### src/rtl/core/ctp_pkg.sv
// ctp_pkg: shared types, sizes and constants of the colour text parser
// no dependencies

package ctp_pkg;

    localparam int FRAC_DIGITS = 4;
    localparam int ACC_BITS    = 32;
    localparam int ACC_XW      = ACC_BITS + 4;
    localparam int CHAR_W      = 8;
    localparam int CHAN_W      = 8;
    localparam int COLOUR_W    = 4 * CHAN_W;
    localparam int DCNT_W      = 4;

    localparam longint unsigned ALPHA_DEN = 64'(10 ** FRAC_DIGITS);
    localparam int FRAC_W  = $clog2(ALPHA_DEN);
    localparam int FCNT_W  = $clog2(FRAC_DIGITS + 1);

    // alpha = floor(frac * 255 / ALPHA_DEN), exact via reciprocal
    localparam int ALPHA_SH = $clog2(64'd255 * ALPHA_DEN * ALPHA_DEN);
    localparam longint unsigned ALPHA_M =
        ((64'd1 << ALPHA_SH) + ALPHA_DEN - 64'd1) / ALPHA_DEN;
    localparam longint unsigned ALPHA_K = 64'd255 * ALPHA_M;
    localparam int ALPHA_PW = ALPHA_SH + CHAN_W;

    typedef enum logic [13:0] {
        ST_BEFORE     = 14'b00000000000001,
        ST_INT        = 14'b00000000000010,
        ST_HEX        = 14'b00000000000100,
        ST_R          = 14'b00000000001000,
        ST_G          = 14'b00000000010000,
        ST_B          = 14'b00000000100000,
        ST_A          = 14'b00000001000000,
        ST_RED        = 14'b00000010000000,
        ST_GREEN      = 14'b00000100000000,
        ST_BLUE       = 14'b00001000000000,
        ST_ALPHA      = 14'b00010000000000,
        ST_ALPHA_TAIL = 14'b00100000000000,
        ST_END        = 14'b01000000000000,
        ST_ERROR      = 14'b10000000000000
    } t_pstate;

    typedef enum logic [1:0] {
        STAT_OK     = 2'd0,
        STAT_SYNTAX = 2'd1,
        STAT_EARLY  = 2'd2
    } t_status;

    typedef struct packed {
        logic [CHAR_W-1:0] char_code;
        logic              string_end;
    } t_char_word;

    typedef struct packed {
        logic [CHAN_W-1:0] red;
        logic [CHAN_W-1:0] green;
        logic [CHAN_W-1:0] blue;
        logic [CHAN_W-1:0] alpha;
        t_status           status;
    } t_result;

    // weight of fraction digit idx, so the fraction is always scaled to FRAC_DIGITS places
    function automatic logic [FRAC_W-1:0] frac_weight(input logic [FCNT_W-1:0] idx);
        longint unsigned w;
        w = 64'd1;
        for (int i = 0; i < FRAC_DIGITS; i++) begin
            if (FCNT_W'(i) > idx) begin
                w = w * 64'd10;
            end
        end
        return FRAC_W'(w);
    endfunction

endpackage

### src/rtl/core/ctp_char_if.sv
// ctp_char_if: input channel of the colour text parser, one character per word
// depends on ctp_pkg

interface ctp_char_if;
    logic                       valid;
    logic                       ready;
    logic [ctp_pkg::CHAR_W-1:0] char_code;
    logic                       string_end;

    modport source (output valid, output char_code, output string_end, input ready);
    modport sink   (input valid, input char_code, input string_end, output ready);
endinterface

### src/rtl/core/ctp_colour_if.sv
// ctp_colour_if: result channel of the colour text parser, one colour per word
// depends on ctp_pkg

interface ctp_colour_if;
    logic                       valid;
    logic                       ready;
    logic [ctp_pkg::CHAN_W-1:0] red;
    logic [ctp_pkg::CHAN_W-1:0] green;
    logic [ctp_pkg::CHAN_W-1:0] blue;
    logic [ctp_pkg::CHAN_W-1:0] alpha;
    logic [1:0]                 status;

    modport source (output valid, output red, output green, output blue, output alpha,
                    output status, input ready);
    modport sink   (input valid, input red, input green, input blue, input alpha,
                    input status, output ready);
endinterface

### src/rtl/core/ctp_in_stage.sv
// ctp_in_stage: input register of the colour text parser
// depends on ctp_pkg and ctp_char_if

module ctp_in_stage (
    input  logic                i_clk,
    input  logic                i_rst_n,
    ctp_char_if.sink            i_char,
    input  logic                i_pop,
    output logic                o_valid,
    output ctp_pkg::t_char_word o_word
);

    logic                r_valid;
    ctp_pkg::t_char_word r_word;
    logic                w_take;

    assign i_char.ready = !r_valid || i_pop;
    assign w_take       = i_char.valid && i_char.ready;

    always_ff @(posedge i_clk) begin
        if (!i_rst_n) begin
            r_valid <= 1'b0;
        end else if (w_take) begin
            r_valid <= 1'b1;
        end else if (i_pop) begin
            r_valid <= 1'b0;
        end
    end

    always_ff @(posedge i_clk) begin
        if (w_take) begin
            r_word.char_code  <= i_char.char_code;
            r_word.string_end <= i_char.string_end;
        end
    end

    assign o_valid = r_valid;
    assign o_word  = r_word;

endmodule

### src/rtl/core/ctp_alpha_scale.sv
// ctp_alpha_scale: scales the alpha fraction to 0..255 by a reciprocal multiply
// depends on ctp_pkg

module ctp_alpha_scale (
    input  logic [ctp_pkg::FRAC_W-1:0] i_frac,
    output logic [ctp_pkg::CHAN_W-1:0] o_alpha
);

    localparam logic [ctp_pkg::ALPHA_PW-1:0] K = ctp_pkg::ALPHA_PW'(ctp_pkg::ALPHA_K);

    logic [ctp_pkg::ALPHA_PW-1:0] w_prod;

    assign w_prod  = ctp_pkg::ALPHA_PW'(i_frac) * K;
    assign o_alpha = w_prod[ctp_pkg::ALPHA_SH +: ctp_pkg::CHAN_W];

endmodule

### src/rtl/core/ctp_parser.sv
// ctp_parser: parse state, accumulators and colour register, one character per cycle while i_take is high
// depends on ctp_pkg and ctp_alpha_scale

module ctp_parser (
    input  logic                i_clk,
    input  logic                i_rst_n,
    input  logic                i_take,
    input  ctp_pkg::t_char_word i_word,
    output ctp_pkg::t_result    o_res
);

    localparam logic [ctp_pkg::CHAR_W-1:0] CH_0      = 8'h30;
    localparam logic [ctp_pkg::CHAR_W-1:0] CH_9      = 8'h39;
    localparam logic [ctp_pkg::CHAR_W-1:0] CH_LA     = 8'h61;
    localparam logic [ctp_pkg::CHAR_W-1:0] CH_LB     = 8'h62;
    localparam logic [ctp_pkg::CHAR_W-1:0] CH_LF     = 8'h66;
    localparam logic [ctp_pkg::CHAR_W-1:0] CH_LG     = 8'h67;
    localparam logic [ctp_pkg::CHAR_W-1:0] CH_LR     = 8'h72;
    localparam logic [ctp_pkg::CHAR_W-1:0] CH_LX     = 8'h78;
    localparam logic [ctp_pkg::CHAR_W-1:0] CH_OPEN   = 8'h28;
    localparam logic [ctp_pkg::CHAR_W-1:0] CH_CLOSE  = 8'h29;
    localparam logic [ctp_pkg::CHAR_W-1:0] CH_COMMA  = 8'h2c;
    localparam logic [ctp_pkg::CHAR_W-1:0] CH_DOT    = 8'h2e;
    localparam logic [ctp_pkg::CHAR_W-1:0] CH_SPACE  = 8'h20;
    localparam logic [ctp_pkg::CHAR_W-1:0] CH_TAB    = 8'h09;
    localparam logic [ctp_pkg::CHAR_W-1:0] CH_CR     = 8'h0d;
    localparam logic [ctp_pkg::CHAN_W-1:0] CHAN_FULL = 8'hff;

    ctp_pkg::t_pstate                r_state, n_state;
    logic [ctp_pkg::ACC_BITS-1:0]    r_acc, n_acc;
    logic [ctp_pkg::DCNT_W-1:0]      r_dcnt, n_dcnt;
    logic [ctp_pkg::FRAC_W-1:0]      r_frac, n_frac;
    logic [ctp_pkg::FCNT_W-1:0]      r_fcnt, n_fcnt;
    logic                            r_dot, n_dot;
    logic [ctp_pkg::COLOUR_W-1:0]    r_colour, n_colour;

    logic [ctp_pkg::CHAR_W-1:0]      w_c, w_low;
    logic                            w_dig, w_sp, w_hexl;
    logic [3:0]                      w_dval, w_hval;
    logic [ctp_pkg::DCNT_W-1:0]      w_dcnt_inc;
    logic [ctp_pkg::CHAN_W-1:0]      w_frac_alpha, w_fin_alpha;
    logic [ctp_pkg::COLOUR_W-1:0]    w_acc32;
    ctp_pkg::t_status                w_status;

    function automatic logic [ctp_pkg::ACC_BITS-1:0] acc_push(
        input logic [ctp_pkg::ACC_BITS-1:0] acc,
        input logic                         hex,
        input logic [3:0]                   dig
    );
        logic [ctp_pkg::ACC_XW-1:0] v;
        v = hex ? {acc, 4'b0000} : ({3'b000, acc, 1'b0} + {1'b0, acc, 3'b000});
        v = v + ctp_pkg::ACC_XW'(dig);
        return (|v[ctp_pkg::ACC_XW-1:ctp_pkg::ACC_BITS]) ? '1 : v[ctp_pkg::ACC_BITS-1:0];
    endfunction

    ctp_alpha_scale u_alpha (
        .i_frac  (r_frac),
        .o_alpha (w_frac_alpha)
    );

    assign w_c        = i_word.char_code;
    assign w_low      = w_c | 8'h20;
    assign w_dig      = (w_c >= CH_0) && (w_c <= CH_9);
    assign w_sp       = (w_c == CH_SPACE) || ((w_c >= CH_TAB) && (w_c <= CH_CR));
    assign w_hexl     = (w_low >= CH_LA) && (w_low <= CH_LF);
    assign w_dval     = w_c[3:0];
    assign w_hval     = w_low[3:0] + 4'd9;
    assign w_dcnt_inc = (&r_dcnt) ? r_dcnt : r_dcnt + 1'b1;
    assign w_fin_alpha = (r_acc != '0) ? CHAN_FULL : w_frac_alpha;

    always_comb begin
        n_state  = r_state;
        n_acc    = r_acc;
        n_dcnt   = r_dcnt;
        n_frac   = r_frac;
        n_fcnt   = r_fcnt;
        n_dot    = r_dot;
        n_colour = r_colour;
        w_status = ctp_pkg::STAT_EARLY;
        w_acc32  = '0;

        unique case (r_state)
            ctp_pkg::ST_BEFORE: begin
                if (w_low == CH_LR) begin
                    n_state = ctp_pkg::ST_R;
                end else if (w_dig) begin
                    n_acc   = acc_push(r_acc, 1'b0, w_dval);
                    n_dcnt  = w_dcnt_inc;
                    n_state = ctp_pkg::ST_INT;
                end
            end
            ctp_pkg::ST_R: begin
                n_state = (w_low == CH_LG) ? ctp_pkg::ST_G : ctp_pkg::ST_ERROR;
            end
            ctp_pkg::ST_G: begin
                n_state = (w_low == CH_LB) ? ctp_pkg::ST_B : ctp_pkg::ST_ERROR;
            end
            ctp_pkg::ST_B: begin
                n_state = (w_low == CH_LA) ? ctp_pkg::ST_A : ctp_pkg::ST_ERROR;
            end
            ctp_pkg::ST_A: begin
                if (w_c == CH_OPEN) begin
                    n_state = ctp_pkg::ST_RED;
                end else if (!w_sp) begin
                    n_state = ctp_pkg::ST_ERROR;
                end
            end
            ctp_pkg::ST_RED, ctp_pkg::ST_GREEN, ctp_pkg::ST_BLUE: begin
                if (w_dig) begin
                    n_acc  = acc_push(r_acc, 1'b0, w_dval);
                    n_dcnt = w_dcnt_inc;
                end else if (w_c == CH_COMMA
                             || (w_c == CH_CLOSE && r_state == ctp_pkg::ST_BLUE)) begin
                    n_acc  = '0;
                    n_dcnt = '0;
                    if (r_state == ctp_pkg::ST_RED) begin
                        n_colour[23:16] = r_acc[7:0];
                        n_state         = ctp_pkg::ST_GREEN;
                    end else if (r_state == ctp_pkg::ST_GREEN) begin
                        n_colour[15:8] = r_acc[7:0];
                        n_state        = ctp_pkg::ST_BLUE;
                    end else begin
                        n_colour[7:0] = r_acc[7:0];
                        n_state = (w_c == CH_COMMA) ? ctp_pkg::ST_ALPHA : ctp_pkg::ST_END;
                    end
                end else if (!w_sp) begin
                    n_state = ctp_pkg::ST_ERROR;
                end
            end
            ctp_pkg::ST_ALPHA: begin
                if (w_dig) begin
                    if (!r_dot) begin
                        n_acc  = acc_push(r_acc, 1'b0, w_dval);
                        n_dcnt = w_dcnt_inc;
                    end else if (r_fcnt < ctp_pkg::FCNT_W'(ctp_pkg::FRAC_DIGITS)) begin
                        n_frac = r_frac + ctp_pkg::FRAC_W'(w_dval
                                 * ctp_pkg::frac_weight(r_fcnt));
                        n_fcnt = r_fcnt + 1'b1;
                    end
                end else if (w_c == CH_DOT) begin
                    if (!r_dot) begin
                        n_dot = 1'b1;
                    end else begin
                        n_state = ctp_pkg::ST_ALPHA_TAIL;
                    end
                end else if (w_c == CH_CLOSE || w_sp) begin
                    n_colour[31:24] = w_fin_alpha;
                    n_state         = ctp_pkg::ST_END;
                end
            end
            ctp_pkg::ST_ALPHA_TAIL: begin
                if (w_c == CH_CLOSE || w_sp) begin
                    n_colour[31:24] = w_fin_alpha;
                    n_state         = ctp_pkg::ST_END;
                end
            end
            ctp_pkg::ST_INT: begin
                if (w_dig) begin
                    n_acc  = acc_push(r_acc, 1'b0, w_dval);
                    n_dcnt = w_dcnt_inc;
                end else if (w_low == CH_LX) begin
                    if (r_dcnt == ctp_pkg::DCNT_W'(1) && r_acc == '0) begin
                        n_acc   = '0;
                        n_dcnt  = '0;
                        n_state = ctp_pkg::ST_HEX;
                    end else begin
                        n_state = ctp_pkg::ST_ERROR;
                    end
                end
            end
            ctp_pkg::ST_HEX: begin
                if (w_dig) begin
                    n_acc  = acc_push(r_acc, 1'b1, w_dval);
                    n_dcnt = w_dcnt_inc;
                end else if (w_hexl) begin
                    n_acc  = acc_push(r_acc, 1'b1, w_hval);
                    n_dcnt = w_dcnt_inc;
                end
            end
            ctp_pkg::ST_END, ctp_pkg::ST_ERROR: begin
            end
            default: begin
                n_state = ctp_pkg::ST_ERROR;
            end
        endcase

        // string end: integer forms load the colour, then the parse restarts
        if (i_word.string_end) begin
            w_acc32 = ctp_pkg::COLOUR_W'(n_acc);
            priority case (n_state)
                ctp_pkg::ST_INT: begin
                    n_colour = {CHAN_FULL, w_acc32[7:0], w_acc32[15:8], w_acc32[23:16]};
                    w_status = ctp_pkg::STAT_OK;
                end
                ctp_pkg::ST_HEX: begin
                    n_colour = {CHAN_FULL, w_acc32[23:0]};
                    w_status = ctp_pkg::STAT_OK;
                end
                ctp_pkg::ST_END:   w_status = ctp_pkg::STAT_OK;
                ctp_pkg::ST_ERROR: w_status = ctp_pkg::STAT_SYNTAX;
                default:           w_status = ctp_pkg::STAT_EARLY;
            endcase
            n_state = ctp_pkg::ST_BEFORE;
            n_acc   = '0;
            n_dcnt  = '0;
            n_frac  = '0;
            n_fcnt  = '0;
            n_dot   = 1'b0;
        end
    end

    always_ff @(posedge i_clk) begin
        if (!i_rst_n) begin
            r_state  <= ctp_pkg::ST_BEFORE;
            r_acc    <= '0;
            r_dcnt   <= '0;
            r_frac   <= '0;
            r_fcnt   <= '0;
            r_dot    <= 1'b0;
            r_colour <= '0;
        end else if (i_take) begin
            r_state  <= n_state;
            r_acc    <= n_acc;
            r_dcnt   <= n_dcnt;
            r_frac   <= n_frac;
            r_fcnt   <= n_fcnt;
            r_dot    <= n_dot;
            r_colour <= n_colour;
        end
    end

    assign o_res.red    = n_colour[23:16];
    assign o_res.green  = n_colour[15:8];
    assign o_res.blue   = n_colour[7:0];
    assign o_res.alpha  = n_colour[31:24];
    assign o_res.status = w_status;

    a_restart: assert property (@(posedge i_clk) disable iff (!i_rst_n)
        i_take && i_word.string_end |=> r_state == ctp_pkg::ST_BEFORE && r_acc == '0
            && r_fcnt == '0 && !r_dot)
        else $error("parse state not cleared after string end");

    a_colour_hold: assert property (@(posedge i_clk) disable iff (!i_rst_n)
        !i_take |=> $stable(r_colour))
        else $error("colour register changed without a character");

    a_frac_dot: assert property (@(posedge i_clk) disable iff (!i_rst_n)
        !r_dot |-> r_fcnt == '0 && r_frac == '0)
        else $error("fraction digits taken before the dot");

endmodule

### src/rtl/core/ctp_out_stage.sv
// ctp_out_stage: result register of the colour text parser
// depends on ctp_pkg and ctp_colour_if

module ctp_out_stage (
    input  logic             i_clk,
    input  logic             i_rst_n,
    input  logic             i_load,
    input  ctp_pkg::t_result i_res,
    output logic             o_space,
    ctp_colour_if.source     o_colour
);

    logic             r_valid;
    ctp_pkg::t_result r_res;

    assign o_space = !r_valid || o_colour.ready;

    always_ff @(posedge i_clk) begin
        if (!i_rst_n) begin
            r_valid <= 1'b0;
        end else if (i_load) begin
            r_valid <= 1'b1;
        end else if (o_colour.ready) begin
            r_valid <= 1'b0;
        end
    end

    always_ff @(posedge i_clk) begin
        if (i_load) begin
            r_res <= i_res;
        end
    end

    assign o_colour.valid  = r_valid;
    assign o_colour.red    = r_res.red;
    assign o_colour.green  = r_res.green;
    assign o_colour.blue   = r_res.blue;
    assign o_colour.alpha  = r_res.alpha;
    assign o_colour.status = r_res.status;

endmodule

### src/rtl/core/colour_text_parser_core.sv
// colour_text_parser_core: top level of the colour text parser
// depends on ctp_pkg, ctp_char_if, ctp_colour_if, ctp_in_stage, ctp_parser, ctp_out_stage
//
//   port       dir   word
//   i_char     in    char_code[7:0], string_end
//   o_colour   out   red, green, blue, alpha [7:0], status[1:0]
//
// one character per cycle unless a held result stalls a string end; a result word leaves
// after its last character is taken, passing the input register and the result register around the parser
// synchronous active-low reset clears the parse state and the colour to zero
// a held result stalls only the string end character; others keep flowing

module colour_text_parser_core (
    input  logic         i_clk,
    input  logic         i_rst_n,
    ctp_char_if.sink     i_char,
    ctp_colour_if.source o_colour
);

    logic                w_in_valid;
    ctp_pkg::t_char_word w_word;
    logic                w_space;
    logic                w_pop;
    logic                w_load;
    ctp_pkg::t_result    w_res;

    assign w_pop  = w_in_valid && (!w_word.string_end || w_space);
    assign w_load = w_pop && w_word.string_end;

    ctp_in_stage u_in (
        .i_clk   (i_clk),
        .i_rst_n (i_rst_n),
        .i_char  (i_char),
        .i_pop   (w_pop),
        .o_valid (w_in_valid),
        .o_word  (w_word)
    );

    ctp_parser u_parse (
        .i_clk   (i_clk),
        .i_rst_n (i_rst_n),
        .i_take  (w_pop),
        .i_word  (w_word),
        .o_res   (w_res)
    );

    ctp_out_stage u_out (
        .i_clk    (i_clk),
        .i_rst_n  (i_rst_n),
        .i_load   (w_load),
        .i_res    (w_res),
        .o_space  (w_space),
        .o_colour (o_colour)
    );

endmodule
### src/flat_wrapper.sv
// flat-port wrapper written by rule: the top's interface ports become plain ports
module colour_text_parser_core_flat 
  (i_clk, i_rst_n, i_char_valid, i_char_char_code, i_char_string_end, i_char_ready, o_colour_valid, o_colour_red, o_colour_green, o_colour_blue, o_colour_alpha, o_colour_status, o_colour_ready);
  ctp_char_if i_char_i ();
  ctp_colour_if o_colour_i ();
  input  logic i_clk;
  input  logic i_rst_n;
  input wire logic [$bits(i_char_i.valid)-1:0] i_char_valid;
  input wire logic [$bits(i_char_i.char_code)-1:0] i_char_char_code;
  input wire logic [$bits(i_char_i.string_end)-1:0] i_char_string_end;
  output wire logic [$bits(i_char_i.ready)-1:0] i_char_ready;
  output wire logic [$bits(o_colour_i.valid)-1:0] o_colour_valid;
  output wire logic [$bits(o_colour_i.red)-1:0] o_colour_red;
  output wire logic [$bits(o_colour_i.green)-1:0] o_colour_green;
  output wire logic [$bits(o_colour_i.blue)-1:0] o_colour_blue;
  output wire logic [$bits(o_colour_i.alpha)-1:0] o_colour_alpha;
  output wire logic [$bits(o_colour_i.status)-1:0] o_colour_status;
  input wire logic [$bits(o_colour_i.ready)-1:0] o_colour_ready;
  assign i_char_i.valid = i_char_valid;
  assign i_char_i.char_code = i_char_char_code;
  assign i_char_i.string_end = i_char_string_end;
  assign i_char_ready = i_char_i.ready;
  assign o_colour_valid = o_colour_i.valid;
  assign o_colour_red = o_colour_i.red;
  assign o_colour_green = o_colour_i.green;
  assign o_colour_blue = o_colour_i.blue;
  assign o_colour_alpha = o_colour_i.alpha;
  assign o_colour_status = o_colour_i.status;
  assign o_colour_i.ready = o_colour_ready;
  colour_text_parser_core u_core (.i_clk(i_clk), .i_rst_n(i_rst_n), .i_char(i_char_i), .o_colour(o_colour_i));
endmodule
### config.mk
export PLATFORM = sky130hd
export DESIGN_NAME = colour_text_parser_core_flat
export DESIGN_NICKNAME = d
export VERILOG_FILES = /design/src/rtl/core/ctp_pkg.sv /design/src/rtl/core/ctp_char_if.sv /design/src/rtl/core/ctp_colour_if.sv /design/src/rtl/core/ctp_in_stage.sv /design/src/rtl/core/ctp_alpha_scale.sv /design/src/rtl/core/ctp_parser.sv /design/src/rtl/core/ctp_out_stage.sv /design/src/rtl/core/colour_text_parser_core.sv /design/src/flat_wrapper.sv
export SDC_FILE = /design/constraint.sdc
export NUM_CORES = 1
export LEC_CHECK = 0
export BUFFER_PORTS_ARGS = -buffer_cell sky130_fd_sc_hd__buf_2
export CORE_MARGIN = 5
export CORE_UTILIZATION = 59
export CTS_CLUSTER_SIZE = 40
export DETAILED_ROUTE_END_ITERATION = 10
export HOLD_SLACK_MARGIN = 0.12
export PLACE_DENSITY_LB_ADDON = 0.05
export SLEW_MARGIN = 20
export SYNTH_ARGS = -nofsm -noshare
export SYNTH_HDL_FRONTEND = slang
export SYNTH_SLANG_ARGS = --single-unit
### constraint.sdc
create_clock -name i_clk -period 6.2 [get_ports i_clk]
set_clock_uncertainty 0.05 [all_clocks]
set_input_delay 1.24 -clock i_clk [delete_from_list [all_inputs] [get_ports i_clk]]
set_output_delay 1.24 -clock i_clk [all_outputs]
set_load 0.02 [all_outputs]
-- Word-level counts from Yosys, hierarchy flattened
Index checks and enable logic that the tools add are counted.
- bits in registers: 145
- bits in latches: 0
- memory bits (writable): 0
- bits in read-only memories: 0
- output and inout port bits: 36
- logic and storage cells: 220
- memories: 0
- add/sub/neg operators: 8
- multiply operators: 5
- divide/modulo/power cells: 0
- order comparisons: 11
- equal/unequal tests: 38
- shift-type cells: 0
- muxes and demuxes: 104
- bitwise logic cells: 0
- reductions and logical operators: 37
- operators with widths (kind ; count):
    $mux 64 ; 14
    $mux 32 ; 16
    $mux 14 ; 27
    $pmux 32 s5 ; 1
    $pmux 14 s10 ; 1
    $mul 64x3->63 const B ; 2
    $add 36x4->36 ; 3
    $mux 24 ; 3
    $mul 64x3->13 const B ; 1
    $pmux 32 s2 ; 1
    $mux 4 ; 14
    $mux 8 ; 7
    $mul 14x29->42 const B ; 1
    $eq 8x6->1 const B ; 5
    $mux 13 ; 3
    $add 33x35->36 ; 1
    $eq 7x6->1 const B ; 5
    $logic_not 32->1 ; 1
    $reduce_bool 32->1 ; 1
    $eq 14x13->1 const B ; 2
    $eq 14x14->1 const B ; 2
    $eq 14x2->1 const B ; 2
    $eq 14x3->1 const B ; 2
    $pmux 4 s5 ; 1
    other kinds (43) ; 87

-- Logic depth before layout (Yosys ltp)
Gate-level depths: netlist of the first run.
- depth in word-level cells: 31
- gate-level depth with buffers: 29

-- Hierarchy
From an unflattened synthesis of the first run, not the netlist that was laid out.
- cell total of the unflattened synthesis: 2296
- area, all modules: 19526.2 um^2
- by module, submodules not included (module ; instances ; cells an instance ; area an instance (um^2) ; seq. area each (um^2)):
    ctp_parser ; 1 ; 1576 ; 12026.5 ; 2001.9
    ctp_alpha_scale ; 1 ; 665 ; 6083.3 ; 0.0
    ctp_out_stage ; 1 ; 38 ; 1069.8 ; 1041.0
    ctp_in_stage ; 1 ; 14 ; 327.8 ; 290.3
    colour_text_parser_core ; 1 ; 3 ; 18.8 ; 0.0

-- Least setup slack after synthesis of the first run
No wires, ideal clock.
- path type: register to register
- start: reg u_core.u_parse.r_fcnt[0] (netlist bit)
- end: reg u_core.u_parse.r_frac[13] (netlist bit)
- library setup time: 79 ps
- data arrival time: 6140 ps
- data required time: 6071 ps
- slack: -69 ps
- stages on the path, launching flop included: 28
- period minus slack after synthesis: 6269 ps
- cell sequence: dfxtp_1 -> or3_1 -> nor2_1 -> ha_1 -> xor2_1 -> ha_1 -> ha_1 -> inv_1 -> fa_1 -> nor2b_1 -> o21ai_0 -> a21boi_0 -> or2_2 -> a21oi_1 -> xnor2_1 -> nor2_1 -> nand2_1 -> fa_1 -> inv_1 -> fa_1 -> fa_1 -> xnor2_1 -> xnor2_1 -> xnor2_1 -> xnor2_1 -> xnor3_1 -> or3_1 -> o211ai_1
- longest elaborated chain between the ends: 31
- elaborated cells on any way between the ends: 37
- those cells by class: 1 x add/sub; 4 x mul; 5 x order compare; 25 x mux; 2 x reduce/logical
- ends and longest elaborated chain (item ; RTL line ; text):
    start: declaration ; ctp_parser.sv:33 ; logic [ctp_pkg::FCNT_W-1:0] r_fcnt, n_fcnt;
    start signal: assignment ; ctp_parser.sv:226 ; r_fcnt <= n_fcnt;
    $gt 1x3->1 ; ctp_pkg.sv:66 ; if (FCNT_W'(i) > idx) begin
    $mux 4 ; ctp_pkg.sv:66 ;
    $mux 64 ; ctp_parser.sv:135 ; end else if (r_fcnt < ctp_pkg::FCNT_W'(ctp_pkg::FRAC_DIGITS)) begin
    $mux 64 ; ctp_parser.sv:132 ; if (!r_dot) begin
    $mux 64 ; ctp_parser.sv:131 ; if (w_dig) begin
    $mux 64 ; ctp_parser.sv:82 ; unique case (r_state)
    $mul 64x3->63 ; ctp_pkg.sv:67 ; w = w * 64'd10;
    $mux 64 ; ctp_pkg.sv:66 ;
    [15 not listed] ; -- ;
    $mux 14 ; ctp_parser.sv:82 ;
    $mul 4x14->14 ; ctp_parser.sv:137 ; * ctp_pkg::frac_weight(r_fcnt));
    $add 14x14->14 ; ctp_parser.sv:136 ; n_frac = r_frac + ctp_pkg::FRAC_W'(w_dval
    $mux 14 ; ctp_parser.sv:135 ;
    $mux 14 ; ctp_parser.sv:132 ;
    $mux 14 ; ctp_parser.sv:131 ;
    $mux 14 ; ctp_parser.sv:82 ;
    $mux 14 ; ctp_parser.sv:188 ; if (i_word.string_end) begin
    end signal: assignment ; ctp_parser.sv:225 ; r_frac <= n_frac;
    end: declaration ; ctp_parser.sv:32 ; logic [ctp_pkg::FRAC_W-1:0] r_frac, n_frac;
Parallel ways exist; a longest one is shown, timed or not. The select of a mux whose other input is x is not followed.
A chain may end at the register's enable or synchronous reset.

-- Final worst setup path of the first run
- start: reg u_core.u_parse.r_fcnt[2] (netlist bit)
- end: reg u_core.u_parse.r_frac[13] (netlist bit)
The elaborated chain is that of the path after synthesis.

==> results.txt, run 1 <==
* CTS tree: yes
* Synth top area cells: sky130_fd_sc_hd__ha_1, sky130_fd_sc_hd__fa_1, sky130_fd_sc_hd__dfxtp_1
- Clk_lat worst skew: 0.44 ns
- In the routed design, unresolved DRC markers number 0.
* CTS clock-pin slew for the worst setup and hold paths: 0.07 ns
* Number of detailed-routing iterations run before antenna repair: 6
* Met1 wire length: 25,730 um
* Post-synthesis async set-or-reset flop share: 0%
- The number of clock buffers added by TritonCTS is 17.
- In the detailed route, the total length drawn on met2 is 22,840 um.
* Hold path depth: 2
- At the pin with the least slew margin, the transition time is 1.000 ns.
- Final Net Count: 2,673
- Global route overflow: 0
* Average wire length per cell after detail routing: 20.65 um
* Post-layout instance count excluding filler cells: 2,659
* Number of enable flip-flop cells after synthesis: 43
- Launch point of the worst reg-to-reg path: u_core.u_parse.r_fcnt[2]
* # clock sinks: 145
- Count of boundary I/O pins: 49
- Status: finished clean
* Share of cells above drive strength 1: 11.03%
* Height of the die: 187.4 um
* Top_reg_cell synth: sky130_fd_sc_hd__dfxtp_1
* CP Class: flop to flop
- Dividing the synthesized area by the synthesized cell count gives 8.498 um2.
- Once layout is complete, the utilization of the core stands at 64.74%.
- Length in cells of the worst reg-to-reg path: 27
- Compared with the post-synthesis result, the final layout area differs by 9.120%.
- Total Die Area: 35,130 um2
- Cell count after synthesis: 2,186
* Critical Path Start: u_core.u_parse.r_fcnt[2]
- The count of nets left with antenna violations once routing finished came out at 0.
- Simple-gate share of the synthesized area: 15.23%
- Summing the areas of all fa, ha and maj instances in the mapped netlist gives 33.76% of the synthesized area.
- After detailed routing, the met3 layer carries 5729 um of wire.
- Routed vias/inst: 6.232
* Achievable Freq: 166.9 MHz
* Fraction of synthesized area in multiplexers: 1.839%
* Crit start category: flop
- Once the floorplan was initialized, standard cells occupied 59.33% of the core.
- Arrival time reported for the critical path endpoint: 6.30 ns
* Dpl cells: 2,625
- The root buffer cell chosen for the clock tree is sky130_fd_sc_hd__clkbuf_16.
- After clock tree synthesis, the flow added hold-fix buffers numbering 0.
- Port buffering added 48 buffers.
- Post-layout minimum cycle time: 5.990 ns
* GRT Overall Usage: 31.06%
* Standard cell core area: 31,310 um2
* PwrDens: 113.5 nW/um2
- Total via count after detailed routing: 16,570
* Compound-Gate Fraction of Synth Area: 20.33%
- Number of global-route vias before repair: 16,220
* Final Hold Slack: 0.4478 ns
- At the end of routability-driven placement, the weighted congestion stood at 0.9998.
- Area leader, netlist: sky130_fd_sc_hd__ha_1
* Share of synthesized area occupied by flip-flops and latches: 17.94%
* Wire length of the first global-routing pass: 88,310 um
- The mapped netlist covers 18,580 um2.
- The worst-case IR drop observed on VDD is 0.2921 mV.
- In this run the static leakage power is 10.01 nW.
* Critical path fanouts, max: 4
- Number of library cell types mapped by synthesis: 94
* N_diodes: 0
- Max-slew violation count: 0
- The detailed router used layers up to and including met4.
* Setup violations, final: 0
* Maximum number of pins on one net before global-route repair: 48
* Net count after synthesis: 2,615
- After floorplanning, the core was divided into 65 placement rows.
* Yosys top cell area share: 18.45%
* RSZ-0062 raised after global routing: true
- Overall routed net length: 54,910 um
- The worst hold path begins at u_core.u_parse.r_colour[15].
- STA puts the critical path data required time at 6.51 ns.
* Half-perimeter wire length after placement: 44,310 um
* Count of H-tree levels built during CTS: 4
* Ratio of final minimum period to clock period: 96.61%
- Initial detailed-routing violation count: 1,536
- The worst setup path is captured at a flop.
* Die W: 187.4 um
* Main combinational cell family by area after synthesis: adder cells
- Number of antenna violations at the first check in global routing: 0
- The number of hold violations in the final report is 0.
- Path category of the worst min-delay check: flop to flop
* Post-synthesis xor/xnor area fraction: 3.092%
- Maximum clock insertion buffer count: 2
- In this run the tightest slew margin relative to its limit is 33.32%.
- Max-cap violations in this run came to 0.
- Warning count from the yosys run: 0
- Filler instances: 2,716
* Count of state elements after synthesis: 145
## flip-flops by register name (all words and copies together), names as in the netlist, 9 cells and up
signal,cells
u_core.u_parse.r_acc,32
u_core.u_parse.r_frac,14
u_core.u_in.o_word,9
u_core.u_parse.r_colour,32
u_core.u_parse.r_state,14
## through the flow
step	worst slack (ns)	instance area, um2	total power [mW]	TNS, ns
final	0.2099	20270	2.300	0
after global routing	-0.1266	20270	2.390	-0.1891
after CTS	0.02221	20130	2.306	0
after detailed placement	-0.2202	19550	1.324	-0.2202
after global placement	-0.06346	19550	1.315	-0.06346
after floorplan	0.005680	18580	1.246	0
## kinds of logic (layout without fill, tap and decap cells)
logic type                 count (synthesis)  count (layout)
xor gates and xnor gates                  64              64
adders and majority gates                416             416
AOI/OAI and AO/OA                        575             575
DFF                                      145             145
and+or+nand+nor                          579             579
buffers and inverters                    374             445
muxes                                     33              33
## area by class of cell
| type | count | area, um2 | area share (%) |
|---|---|---|---|
| clock buffer | 18 | 429.2 | 2.117 |
| clock inverter | 14 | 121.4 | 0.5987 |
| inverter | 284 | 1066 | 5.259 |
| multi-input combinational | 1667 | 13960 | 68.89 |
| sequential | 145 | 3338 | 16.47 |
| tap | 402 | 503.0 | 2.481 |
| timing repair buffer | 129 | 848.3 | 4.185 |
## metal layers
metal  vias up  GRT usage (%)
met5         -              0
met4         0          4.743
met3        51          7.951
met2       761          45.51
met1      7937          47.28
li1       7822              -
## worst paths after layout
| kind | to | slack (ns) |
|---|---|---|
| worst min-delay path | u_core.u_parse.r_colour[15] | 0.45 |
| worst max-delay path | u_core.u_parse.r_frac[13] | 0.21 |
| worst max register to register | u_core.u_parse.r_frac[13] | 0.21 |
| worst min register to register | u_core.u_parse.r_colour[15] | 0.45 |
## layout by cell type, fill, tap and decap left out, types with 19 or more instances in the layout
| master | count |
|---|---|
| sky130_fd_sc_hd__inv_1 | 276 |
| sky130_fd_sc_hd__ha_1 | 269 |
| sky130_fd_sc_hd__nand2_1 | 165 |
| sky130_fd_sc_hd__nor2_1 | 151 |
| sky130_fd_sc_hd__a21oi_1 | 141 |
| sky130_fd_sc_hd__fa_1 | 139 |
| sky130_fd_sc_hd__o21ai_0 | 122 |
| sky130_fd_sc_hd__dfxtp_1 | 98 |
| sky130_fd_sc_hd__buf_4 | 81 |
| sky130_fd_sc_hd__buf_2 | 48 |
| sky130_fd_sc_hd__a21o_1 | 46 |
| sky130_fd_sc_hd__nand3_1 | 43 |
| sky130_fd_sc_hd__edfxtp_1 | 43 |
| sky130_fd_sc_hd__nor3_1 | 40 |
| sky130_fd_sc_hd__xnor2_1 | 37 |
| sky130_fd_sc_hd__a31oi_1 | 27 |
| sky130_fd_sc_hd__a22oi_1 | 25 |
| sky130_fd_sc_hd__mux2i_1 | 24 |
| sky130_fd_sc_hd__xor2_1 | 23 |
| sky130_fd_sc_hd__nand4_1 | 21 |
| sky130_fd_sc_hd__nor2b_1 | 20 |
| sky130_fd_sc_hd__o22ai_1 | 20 |
| sky130_fd_sc_hd__a211oi_1 | 20 |
| sky130_fd_sc_hd__and2_1 | 20 |
| sky130_fd_sc_hd__o211ai_1 | 19 |
## synth_stat cells, types with 19 or more instances
| library cell | count |
|---|---|
| sky130_fd_sc_hd__dfxtp_1 | 102 |
| sky130_fd_sc_hd__nand3_1 | 43 |
| sky130_fd_sc_hd__edfxtp_1 | 43 |
| sky130_fd_sc_hd__xnor2_1 | 39 |
| sky130_fd_sc_hd__a211oi_1 | 21 |
| sky130_fd_sc_hd__nand2_1 | 165 |
| sky130_fd_sc_hd__inv_1 | 282 |
| sky130_fd_sc_hd__o211ai_1 | 19 |
| sky130_fd_sc_hd__and2_1 | 20 |
| sky130_fd_sc_hd__clkbuf_1 | 65 |
| sky130_fd_sc_hd__fa_1 | 142 |
| sky130_fd_sc_hd__nor2_1 | 155 |
| sky130_fd_sc_hd__a22oi_1 | 25 |
| sky130_fd_sc_hd__a21o_1 | 46 |
| sky130_fd_sc_hd__nand4_1 | 21 |
| sky130_fd_sc_hd__ha_1 | 274 |
| sky130_fd_sc_hd__mux2i_1 | 24 |
| sky130_fd_sc_hd__o21ai_0 | 131 |
| sky130_fd_sc_hd__nor3_1 | 41 |
| sky130_fd_sc_hd__a31oi_1 | 27 |
| sky130_fd_sc_hd__a21oi_1 | 147 |
| sky130_fd_sc_hd__xor2_1 | 24 |
| sky130_fd_sc_hd__o22ai_1 | 20 |
| sky130_fd_sc_hd__nor4_1 | 19 |
| sky130_fd_sc_hd__nor2b_1 | 20 |
## power breakdown
group / internal [mW] / switching [mW]
Clock: 0.527 / 0.458
Combinational: 0.117 / 0.191
Sequential: 0.995 / 0.0124
Total: 1.64 / 0.661
## worst max-delay path: stages, from the launching register on
cell and delay (ns):
sky130_fd_sc_hd__dfxtp_2 0.32, sky130_fd_sc_hd__or3_4 0.41, sky130_fd_sc_hd__nor2_4 0.13, sky130_fd_sc_hd__buf_4 0.12, sky130_fd_sc_hd__ha_2 0.18, sky130_fd_sc_hd__o21ai_1 0.10
sky130_fd_sc_hd__nand2_1 0.13, sky130_fd_sc_hd__ha_1 0.26, sky130_fd_sc_hd__ha_1 0.30, sky130_fd_sc_hd__a21o_1 0.16, sky130_fd_sc_hd__a21o_1 0.20, sky130_fd_sc_hd__a21oi_2 0.15
sky130_fd_sc_hd__inv_1 0.06, sky130_fd_sc_hd__a21oi_2 0.14, sky130_fd_sc_hd__xor2_1 0.09, sky130_fd_sc_hd__nor2_1 0.18, sky130_fd_sc_hd__nand2_1 0.11, sky130_fd_sc_hd__fa_1 0.56
sky130_fd_sc_hd__inv_2 0.04, sky130_fd_sc_hd__fa_1 0.49, sky130_fd_sc_hd__fa_2 0.42, sky130_fd_sc_hd__xnor2_2 0.15, sky130_fd_sc_hd__xnor2_1 0.19, sky130_fd_sc_hd__xnor2_1 0.15
sky130_fd_sc_hd__xnor2_1 0.15, sky130_fd_sc_hd__xnor3_1 0.27, sky130_fd_sc_hd__or3_1 0.33, sky130_fd_sc_hd__o211ai_1 0.10
## what timing repair did
item | 4_1_cts | 5_1_grt
pin swaps | 5 | 21
buffers inserted | 1 | 1
setup endpoints to repair | 1 | 14
gates resized for setup | 7 | 41
(Power assumes the default switching activity.)
==> run 2: changes to the inputs <==
--- a/config.mk
+++ b/config.mk
@@ -11,7 +11,7 @@
 export CTS_CLUSTER_SIZE = 40
 export DETAILED_ROUTE_END_ITERATION = 10
 export HOLD_SLACK_MARGIN = 0.12
-export PLACE_DENSITY_LB_ADDON = 0.05
+export PLACE_DENSITY = 0.79
 export SLEW_MARGIN = 20
 export SYNTH_ARGS = -nofsm -noshare
 export SYNTH_HDL_FRONTEND = slang
==> results.txt, run 2 (synthesized netlist as in run 1, its figures left out) <==
* Status: finished clean
* Max-slew violation count: 0 (unchanged)
- Number of detailed-routing iterations run before antenna repair: 9 (+3)
- DRC Markers: 0 (unchanged)
- Most common library cell in the layout ignoring fill and taps: sky130_fd_sc_hd__inv_1
* Highest signal layer in the routed design: met4
- Standard cell core area: 31,310 um2 (unchanged)
* Root cell of the clock tree: sky130_fd_sc_hd__clkbuf_16
- The number of setup violations in the final report is 0 (unchanged).
* Half-perimeter wire length after placement: 43,660 um (-1.5%)
- The x dimension of the die was 187.4 um (unchanged).
- # clock sinks: 145 (unchanged)
* P&R area growth vs syn: 9.375%
- The clock transition time at the flip-flop clock pins of the worst setup and hold paths was 0.07 ns (about the same).
- Final Net Count: 2,673 (unchanged)
- The final wirelength is 54,900 um (about the same).
- The tightest slew margin relative to the limit came to 28.41% (-4.9 points).
- Routed vias/inst: 6.359 (+2.0%)
- Max VDD drop: 0.1968 mV (-33%)
- Cell family with the largest share of critical-path delay: adder cells
- In this run the worst hold path is classified as flop to flop.
- CTS tree: yes
- Met1 wire length: 24,480 um (-4.8%)
* Capturing element of the worst setup path: u_core.u_parse.r_frac[13]
- The via total after detailed routing was 16,910 (+2.0%).
- Crit start category: flop
* Cell depth of the worst setup path: 27 (unchanged)
* Actual slew at the worst max-slew pin: 1.071 ns (+0.07122 ns)
* Port Buffers: 48 (unchanged)
* Critical Path Start: u_core.u_parse.r_fcnt[1]
- The startpoint identified for the worst register-to-register timing path is u_core.u_parse.r_fcnt[1].
- Average wire length per cell after detail routing: 20.65 um (about the same)
- The post-layout utilization of the core was 64.89% (+0.15 points).
- Final hold violation count: 0 (unchanged)
* Initial detailed-routing violation count: 2,086 (+36%)
- The total I/O pin count was 49 (unchanged).
* Maximum clock insertion buffer count: 2 (unchanged)
* Count of H-tree levels built during CTS: 4 (unchanged)
- The ratio of final minimum period to clock period came to 97.74% (+1.1 points).
* Achievable Freq: 165.0 MHz (-1.2%)
* Global route overflow: 0 (unchanged)
- Req. time, crit path: 6.51 ns (about the same)
* Share of cells above drive strength 1: 11.21% (+0.18 points)
- Cell leakage power: 10.01 nW (about the same)
* Length in cells of the worst reg-to-reg path: 27 (unchanged)
- Post-layout minimum cycle time: 6.060 ns (+0.07010 ns)
- Clk_lat worst skew: 0.44 ns (about the same)
- The full die area is 35,130 um2 (unchanged).
- The critical path is of the flop to flop type.
- The antenna diode instance count is 0 (unchanged).
- Dpl cells: 2,624 (-0.038%)
- Number of antenna violations at the first check in global routing: 0 (unchanged)
- Buffers & Inverters on Critical Path: 4 (+1)
- Commonest cells after routing, fill and taps aside: sky130_fd_sc_hd__inv_1, sky130_fd_sc_hd__ha_1, sky130_fd_sc_hd__nand2_1
- The sum of met3 wire segment lengths after detailed routing came to 6463 um (+13%).
- The number of nets still failing antenna checks after routing is 0 (unchanged).
* Critical path fanouts, max: 4 (unchanged)
- The setup slack on the worst flop-to-flop path was 0.14 ns (-0.07 ns).
* Number of placement rows: 65 (unchanged)
- Reg-to-reg critical path endpoint: u_core.u_parse.r_frac[13]
- The worst setup path is captured at a flop.
- Arrival time reported for the critical path endpoint: 6.37 ns (+0.07 ns)
* Post-layout instance count excluding filler cells: 2,659 (unchanged)
* Largest registers ranked by flip-flop count: u_core.u_parse.r_acc x32, u_core.u_parse.r_colour x32
* Final Hold Slack: 0.4539 ns (+0.006114 ns)
- The slowest stage of the critical path belongs to the cell sky130_fd_sc_hd__fa_1.
- Max-capacitance violation count: 0 (unchanged)
- The overall global routing resource usage was 31.01% (-0.049 points).
- The power density relative to cell area is 116.5 nW/um2 (+2.7%).
- The via count of the first global-routing pass is 16,360 (+0.89%).
* Total met2 wirelength after detailed routing: 22,940 um (+0.45%)
- Height of the die: 187.4 um (unchanged)
- The number of buffers created by CTS came to 17 (unchanged).
* Maximum number of pins on one net before global-route repair: 48 (unchanged)
* RSZ-0062 raised after global routing: true
- Routability Congestion: 1.039 (+4.0%)
- Wire length of the first global-routing pass: 88,170 um (-0.16%)
- Largest stage delay on the critical path: 0.54 ns (-0.02 ns)
- Effective utilization at floorplan: 59.33% (unchanged)
[run 2: cell types whose count changed in the layout (fill, tap and decap cells not counted), moves of 2 or more]
cell and delta:
sky130_fd_sc_hd__inv_2 -2, sky130_fd_sc_hd__inv_6 -3, sky130_fd_sc_hd__a21oi_1 +3, sky130_fd_sc_hd__clkinv_4 +2, sky130_fd_sc_hd__clkinvlp_4 +2, sky130_fd_sc_hd__o21ai_0 +2, sky130_fd_sc_hd__a21oi_2 -3, sky130_fd_sc_hd__dfxtp_1 -4
sky130_fd_sc_hd__o21ai_1 -2, sky130_fd_sc_hd__dfxtp_2 +4
[run 2: power by group]
part           leakage (nW)  total (mW)  switching, mW  internal (mW)
clock network         0.279        1.03          0.470          0.560
logic                  8.51       0.326          0.197          0.130
registers              1.22        1.01         0.0157          0.995
[run 2: final cells by class]
class | count | area, um2
Fill cell | 2559 | 10990
Sequential cell | 145 | 3343
Clock buffer | 19 | 464.2
Clock inverter | 13 | 116.4
Tap cell | 402 | 503.0
Inverter | 284 | 1069
Timing Repair Buffer | 129 | 848.3
Multi-Input combinational cell | 1667 | 13970
[run 2: worst min-delay path by stage]
| stage | start | end | slack (ns) | cells after the start |
|---|---|---|---|---|
| final | u_core.u_parse.r_colour[9] | u_core.u_parse.r_colour[9] | 0.45 | 2 |
| after global routing | u_core.u_parse.r_colour[11] | u_core.u_parse.r_colour[11] | 0.49 | 2 |
| after CTS | u_core.u_parse.r_colour[9] | u_core.u_parse.r_colour[9] | 0.45 | 2 |
| after detailed placement | u_core.u_parse.r_colour[9] | u_core.u_parse.r_colour[9] | 0.43 | 2 |
| after global placement | u_core.u_parse.r_colour[11] | u_core.u_parse.r_colour[11] | 0.41 | 2 |
| after floorplan | u_core.u_parse.r_colour[11] | u_core.u_parse.r_colour[11] | 0.40 | 2 |
[run 2: worst register-to-register path, delay by kind of cell (launching register included)]
kind | cells | cell delay, ns
AOI/OAI and AO/OA | 8 | 1.19
xor gates and xnor gates | 1 | 0.11
adders and majority gates | 7 | 2.55
buffers and inverters | 4 | 0.36
DFF | 1 | 0.34
and+or+nand+nor | 7 | 1.37
[run 2: timing repair]
action | in CTS | in global routing
pin swaps | 8 | 28
resized for setup | 12 | 39
setup endpoints to repair | 2 | 13
setup buffers | 2 | 1
hold buffers | 0 | 0
[run 2: metal layers]
| metal | up-vias | track usage (%) |
|---|---|---|
| met4 | 0 | 6.861 |
| met2 | 885 | 45.12 |
| met5 | - | 0 |
| met1 | 8111 | 46.26 |
| met3 | 92 | 8.417 |
| li1 | 7820 | - |
[run 2: metrics by stage]
step,cell area [um2],total power [mW],setup WS [ns],TNS [ns]
6_report,20320,2.367,0.1398,0
2_1_floorplan,18580,1.246,0.005680,0
4_1_cts,20190,2.344,-0.008752,-0.008752
3_5_place_dp,19540,1.326,-0.2253,-0.2253
3_3_place_gp,19540,1.313,-0.07533,-0.07533
5_1_grt,20320,2.442,-0.2063,-0.3759
